==> src/design/wdmm_pkg.sv <==
// ----------------------------------------------------------------------------
// Window min/mean/max shared definitions
// Sample type, sample width and the sequencer states of the window core.
// ----------------------------------------------------------------------------
package wdmm_pkg;

	localparam int SAMPLE_W = 16;

	typedef logic signed [SAMPLE_W-1:0] sample_t;

	typedef enum logic [1:0] {
		ST_IDLE,
		ST_SCAN,
		ST_EMIT
	} state_t;

endpackage

==> src/design/wdmm_cell.sv <==
// ----------------------------------------------------------------------------
// Window cell
// One entry of the sample ring; takes its neighbor's value on every shift.
// ----------------------------------------------------------------------------
module wdmm_cell (
	input  logic             clk,
	input  logic             arst_n,
	input  logic             shift,
	input  wdmm_pkg::sample_t din,
	output wdmm_pkg::sample_t value
);

	wdmm_pkg::sample_t value_q;

	// Entries that were never written must read as zero, so the cell resets.
	always_ff @(posedge clk or negedge arst_n) begin
		if (!arst_n) begin
			value_q <= '0;
		end else if (shift) begin
			value_q <= din;
		end
	end

	assign value = value_q;

endmodule

==> src/design/wdmm_mean.sv <==
// ----------------------------------------------------------------------------
// Window mean
// Floored division of the window sum by the depth through a reciprocal
// multiply, with one register after the product.
// ----------------------------------------------------------------------------
module wdmm_mean #(
	parameter int DEPTH = 8,
	parameter int SUM_W = 19
) (
	input  logic                    clk,
	input  logic signed [SUM_W-1:0] sum,
	output wdmm_pkg::sample_t       mean
);

	localparam int L_W   = $clog2(DEPTH);
	localparam int SHIFT = SUM_W + L_W;
	localparam int M_W   = SUM_W + 2;
	localparam int P_W   = SUM_W + M_W;
	localparam logic [M_W-1:0] RECIP =
		M_W'(((64'd1 << SHIFT) + 64'(DEPTH) - 64'd1) / 64'(DEPTH));
	localparam logic [SUM_W-1:0] OFFSET = SUM_W'(DEPTH * 32768);

	logic [SUM_W-1:0] biased;
	logic [P_W-1:0]   product_s1;
	logic [15:0]      quot;

	// Biasing by DEPTH*32768 makes the dividend non-negative; the quotient
	// then carries a bias of 32768, removed by flipping its top bit.
	assign biased = unsigned'(sum) + OFFSET;

	always_ff @(posedge clk) begin
		product_s1 <= P_W'(biased) * P_W'(RECIP);
	end

	assign quot = product_s1[SHIFT +: 16];
	assign mean = {~quot[15], quot[14:0]};

endmodule

==> src/design/window_min_mean_max_core.sv <==
// ----------------------------------------------------------------------------
// Window min/mean/max core
// Sliding window of distance samples; reports minimum, maximum and floored
// mean over the whole window after every sample.
// ----------------------------------------------------------------------------
//
//   channel | direction | handshake            | payload
//   --------+-----------+----------------------+------------------------------
//   input   | in        | in_valid / in_stall  | sample
//   output  | out       | out_valid / out_stall| window_min, window_max,
//           |           |                      | window_mean
//
// A word passes through these steps in order: the accept cycle shifts the
// sample into the ring of cells, the scan rotates the ring once past the
// min/max tracker, and the emit step loads the output register once it is
// free. The next word can be accepted in the cycle after that load; the core
// takes no new sample while it is busy with a word. The ring rotation sets
// the rate while the output is not stalled.
// Reset clears every cell, the running sum and the control state, so unused
// entries count as zero. A stalled result sits in the output register while
// the next word is already accepted and scanned.
// ----------------------------------------------------------------------------
module window_min_mean_max_core #(
	parameter int WINDOW_DEPTH = 8
) (
	input  logic              clk,
	input  logic              arst_n,
	input  logic              in_valid,
	output logic              in_stall,
	input  wdmm_pkg::sample_t sample,
	output logic              out_valid,
	input  logic              out_stall,
	output wdmm_pkg::sample_t window_min,
	output wdmm_pkg::sample_t window_max,
	output wdmm_pkg::sample_t window_mean
);

	localparam int SUM_W = wdmm_pkg::SAMPLE_W + $clog2(WINDOW_DEPTH);
	localparam int CNT_W = $clog2(WINDOW_DEPTH);

	wdmm_pkg::state_t state_q, state_d;

	logic              shift_en;
	logic              load_sample;
	logic              load_out;
	wdmm_pkg::sample_t head_din;
	wdmm_pkg::sample_t cell_val [WINDOW_DEPTH];
	wdmm_pkg::sample_t tail;

	logic [CNT_W-1:0]        cnt_q;
	logic                    scan_last;
	logic signed [SUM_W-1:0] sum_q;
	wdmm_pkg::sample_t       min_q, max_q;
	wdmm_pkg::sample_t       mean_val;
	logic                    out_valid_q;
	wdmm_pkg::sample_t       min_out_q, max_out_q, mean_out_q;

	// The ring of cells. Cell zero is the head; the tail holds the oldest
	// sample. A new sample enters at the head and pushes the oldest out;
	// during the scan the tail wraps back to the head, so after WINDOW_DEPTH
	// rotations the ring is back in its original order.
	assign tail     = cell_val[WINDOW_DEPTH-1];
	assign head_din = load_sample ? sample : tail;

	for (genvar i = 0; i < WINDOW_DEPTH; i++) begin : g_cell
		if (i == 0) begin : g_head
			wdmm_cell u_cell (
				.clk    (clk),
				.arst_n (arst_n),
				.shift  (shift_en),
				.din    (head_din),
				.value  (cell_val[i])
			);
		end else begin : g_body
			wdmm_cell u_cell (
				.clk    (clk),
				.arst_n (arst_n),
				.shift  (shift_en),
				.din    (cell_val[i-1]),
				.value  (cell_val[i])
			);
		end
	end

	assign scan_last = (cnt_q == CNT_W'(WINDOW_DEPTH - 1));

	// Sequencer: accept a word, rotate the ring once, then hand the result
	// to the output register as soon as it is free.
	always_ff @(posedge clk or negedge arst_n) begin
		if (!arst_n) begin
			state_q <= wdmm_pkg::ST_IDLE;
		end else begin
			state_q <= state_d;
		end
	end

	always_comb begin
		state_d     = state_q;
		in_stall    = 1'b1;
		shift_en    = 1'b0;
		load_sample = 1'b0;
		load_out    = 1'b0;
		case (state_q)
			wdmm_pkg::ST_IDLE: begin
				in_stall = 1'b0;
				if (in_valid) begin
					shift_en    = 1'b1;
					load_sample = 1'b1;
					state_d     = wdmm_pkg::ST_SCAN;
				end
			end
			wdmm_pkg::ST_SCAN: begin
				shift_en = 1'b1;
				if (scan_last) begin
					state_d = wdmm_pkg::ST_EMIT;
				end
			end
			wdmm_pkg::ST_EMIT: begin
				if (!out_valid_q || !out_stall) begin
					load_out = 1'b1;
					state_d  = wdmm_pkg::ST_IDLE;
				end
			end
			default: begin
				state_d = wdmm_pkg::ST_IDLE;
			end
		endcase
	end

	// Scan counter and running sum. The sum drops the outgoing tail entry
	// and adds the new sample in the accept cycle.
	always_ff @(posedge clk or negedge arst_n) begin
		if (!arst_n) begin
			cnt_q <= '0;
			sum_q <= '0;
		end else begin
			if (load_sample) begin
				cnt_q <= '0;
				sum_q <= sum_q - SUM_W'(tail) + SUM_W'(sample);
			end else if (state_q == wdmm_pkg::ST_SCAN) begin
				cnt_q <= cnt_q + 1'b1;
			end
		end
	end

	// Min/max tracker: sees one entry per scan cycle at the tail.
	always_ff @(posedge clk) begin
		if (state_q == wdmm_pkg::ST_SCAN) begin
			if (cnt_q == '0) begin
				min_q <= tail;
				max_q <= tail;
			end else begin
				if (tail < min_q) begin
					min_q <= tail;
				end
				if (tail > max_q) begin
					max_q <= tail;
				end
			end
		end
	end

	// Mean: the product register settles during the scan.
	wdmm_mean #(
		.DEPTH (WINDOW_DEPTH),
		.SUM_W (SUM_W)
	) u_mean (
		.clk  (clk),
		.sum  (sum_q),
		.mean (mean_val)
	);

	// Output register.
	always_ff @(posedge clk or negedge arst_n) begin
		if (!arst_n) begin
			out_valid_q <= 1'b0;
		end else if (load_out) begin
			out_valid_q <= 1'b1;
		end else if (!out_stall) begin
			out_valid_q <= 1'b0;
		end
	end

	always_ff @(posedge clk) begin
		if (load_out) begin
			min_out_q  <= min_q;
			max_out_q  <= max_q;
			mean_out_q <= mean_val;
		end
	end

	assign out_valid   = out_valid_q;
	assign window_min  = min_out_q;
	assign window_max  = max_out_q;
	assign window_mean = mean_out_q;

endmodule
==> config.mk <==
export PLATFORM = sky130hd
export DESIGN_NAME = window_min_mean_max_core
export DESIGN_NICKNAME = d
export VERILOG_FILES = /design/src/design/wdmm_pkg.sv /design/src/design/wdmm_cell.sv /design/src/design/wdmm_mean.sv /design/src/design/window_min_mean_max_core.sv
export SDC_FILE = /design/constraint.sdc
export NUM_CORES = 1
export LEC_CHECK = 0
export ABC_AREA = 1
export BUFFER_PORTS_ARGS = -buffer_cell sky130_fd_sc_hd__buf_2
export CORE_MARGIN = 10
export CORE_UTILIZATION = 61
export DETAILED_ROUTE_END_ITERATION = 8
export PLACE_DENSITY = 0.91
export SETUP_SLACK_MARGIN = 0.2
export SLEW_MARGIN = 30
export SYNTH_ARGS = -nofsm -noshare
export SYNTH_HDL_FRONTEND = slang
export SYNTH_SLANG_ARGS = --single-unit
==> constraint.sdc <==
create_clock -name clk -period 3.9 [get_ports clk]
set_input_delay 0.39 -clock clk [delete_from_list [all_inputs] [get_ports clk]]
set_output_delay 0.39 -clock clk [all_outputs]
set_load 0.02 [all_outputs]
==> results.md <==
* Yosys warns at 0
* Post-CTS Setup Repair Bufs at 0
* Met1 Usage GRT at 0.249
* MaxCap Viol Count at 0
* Setup TNS Final at 0 ps
* Leak pwr at 6.33 nW
* Clk root buf: clkbuf_16
* Htree depth at 1
* Chip Width at ~160 µm
* Slew Limit Fails at 0
* CTS tree: yes
* Cells after Synth at 1,151
* RSZ-0062 raised after global routing: no
* Synthesized area at between 0.01 and 0.015 mm²
* Worst Skew at 19.7 ps
* Die Height at 156 µm
* Fin crit share at 0.720
* Area grow syn2layout at 11.0%
* Max rail drop VDD at between 400 and 500 µV
* Post-route setup slack at 1090 ps
* Power per standard cell area at 904 mW/mm²
* Core area at 0.0181 mm²
* Avg Synthesized Cell Area at 9.84 µm²
* Largest net degree at the start of global routing at roughly 100
* Die area at 0.0244 mm²
* Crit. Startpoint: g_cell[7].g_body.u_cell.value[15]
* Total grt overflow at 0
* Initial antenna violation count at 0
* WL/cell at between 15 and 20 µm
* DR iter-0 viols at between 500 and 600
* Status: finished with violations
* Total Power at ~11 mW
* Clock Path Buffers at 3
* Worst Path Arrival at just over 3000 ps
* # setup viols final at 0
* Worst Setup EP: max_q[11]
* CTS resizes at 0
* Yosys cell types at 38
* R2R Path End: max_q[11]
* Nets at 1,311
* TritonCTS Sinks at 249
* FILL cells at 1,282
* Via count at 7,726
* GR peak layer: met2
* Row Count at 49
* Max FO, Critical Path at 10
* Seq/Total Area, Yosys at 0.579
* CTS Buf Count at 25
* Slowest-stage cell, CP: dfrtp_1
* Startpoint types: flip-flop
* Detailed placement HPWL at roughly 16,000 µm
* Synthesized net count at 1,243
* I/O Buffers at 69
* Failing checks: hold timing
* # IOs at 70
* R2r startpoint: g_cell[7].g_body.u_cell.value[15]
* Final ANT Viol Nets at 0
* Most frequent cells in the layout: nand2_1 (365), inv_1 (172), dfrtp_1 (153), edfxtp_1 (80), buf_2 (68)
* Fmax at about 0.36 GHz
* First-pass GRT wire length at 38,800 µm
* Slowest stage delay, CP at roughly 700 ps
* Final hold vios at 38
* Worst-Margin Slew at 837 ps
* Final period demand of the worst path at 2810 ps
* Yosys reg bits at 249
* Crit path cell chain: ha_1 > a21oi_1 > o21ai_0 > nor2_1 > nand2_1 > nand2_1 > nand3_1 > a21oi_1 > buf_4
* Required @ worst endpoint at 4130 ps
* GRT Total Usage at 0.193
* Routability cong. at 0.868
* R2r setup slk at 1090 ps
* Pre-antenna DRT Iters at 5
* Max-slew headroom at 0.442
* Setup WS pre-CTS at 1230 ps
* GR met2 Demand/Resource at 0.326
* Clock transition at path regs at 60 ps
* Critical path class: reg2reg
* Starting Density at 0.626
* Vias in the first global route at 7,792
* M3 GR Usage at 0.0389
* Layout cells sized above 1 at 0.138
* Detailed-route wire length at 23,200 µm
* Hold Path Class: in2async
* Drt drc at 0
* Hold_ws at -30.8 ps
* Crit end category: flip-flop
* Clock latency on the worst-skew pair at 530 ps
* Commonest non-fill, non-tap cell in the layout: nand2_1
* Hold_buf cts at 0
* Register-to-Register Path Depth at 9
* Avg Vias per Cell at 5.27
-- state kept, by name (all words and copies together), names as in the netlist --
signal	cells
cnt_q	3
g_cell.g_body.u_cell.value	112
g_cell.g_head.u_cell.value	16
max_q	16
min_q	16
out_valid	1
state_q	2
sum_q	19
u_mean.product_s1	16
window_max	16
window_mean	16
window_min	16
-- Yosys cell counts, drive strengths merged --
master  count  area share
fa         18       0.032
o21bai      4      0.0027
a21o        1     0.00066
nor2       32       0.012
a21boi      3      0.0020
nand4       5      0.0028
dfxtp      16       0.028
or2         4      0.0022
a21oi      29       0.013
o21ai     102       0.052
nand3      35       0.016
edfxtp     80        0.21
o22ai       4      0.0022
ha         54       0.060
nand3b      2      0.0013
dfrtp     153        0.34
buf        31       0.022
nor3        4      0.0018
inv       175       0.058
and2        1     0.00055
xor2        3      0.0023
clkbuf      4      0.0013
nand2     391        0.14
-- worst min-delay path by stage --
stage / end / slack [ps] / cells past startpoint
3_3_place_gp: u_mean.product_s1[24] / 350 / 0
2_1_floorplan: cnt_q[0] / 90 / 0
4_1_cts: sum_q[9] / 20 / 1
6_report: sum_q[17] / -30 / 1
5_1_grt: sum_q[17] / 20 / 1
3_5_place_dp: u_mean.product_s1[22] / 350 / 0
-- cell type report --
cell class | count | area [µm²] | share of cell area
clock buffers | 39 | 747 | 0.0594
diodes | 1 | 2.50 | 0.000199
flip-flops and latches | 249 | 6550 | 0.521
repair buffers | 76 | 432 | 0.0343
multi-input cells | 692 | 3850 | 0.307
clock inverters | 6 | 36.3 | 0.00289
inverters | 175 | 662 | 0.0526
well taps | 229 | 287 | 0.0228
-- logic make-up (layout without fill, tap and decap cells) --
logic type,count (synthesis),in the layout,share of synthesized area
other,0,1,0
xor gates and xnor gates,3,3,0.00232
buffers and inverters,210,296,0.0819
adders and majority gates,72,72,0.0915
and+or+nand+nor,474,474,0.173
DFF,249,249,0.579
AOI/OAI and AO/OA,143,143,0.0730
-- stage by stage --
| step | util | std cells | hold WS [ps] | cell area [µm²] |
|---|---|---|---|---|
| CTS | 0.695 | 1466 | 16.0 | 12600 |
| detailed placement | 0.652 | 1421 | 355 | 11800 |
| global route | 0.695 | 1466 | 21.5 | 12600 |
| floorplan | - | 1151 | 94.4 | 11300 |
| finish | 0.695 | 1467 | -30.8 | 12600 |
| global placement | 0.652 | 1421 | 353 | 11800 |
-- power by group --
group / internal, mW / total (mW) / switching (mW)
Combinational: 1.61 / 4.72 / 3.11
Sequential: 3.78 / 4.36 / 0.581
Clock: 1.32 / 2.28 / 0.962
Total: 6.71 / 11.4 / 4.65
-- metal layers --
metal | share of wire | up-vias | wire length, µm
li1 | - | 3773 | -
met2 | 0.48 | 246 | 11200
met3 | 0.069 | 52 | 1610
met1 | 0.42 | 3655 | 9800
met4 | 0.026 | 0 | 600
met5 | 0 | - | 0
-- critical path: cells and delay by family, from the launching register on --
kind                       cells  cell delay [ps]
AOI/OAI and AO/OA              3              800
DFF                            1              680
adders and majority gates      1              390
and+or+nand+nor                4              350
buffers and inverters          1              300
(Power assumes the default switching activity.)
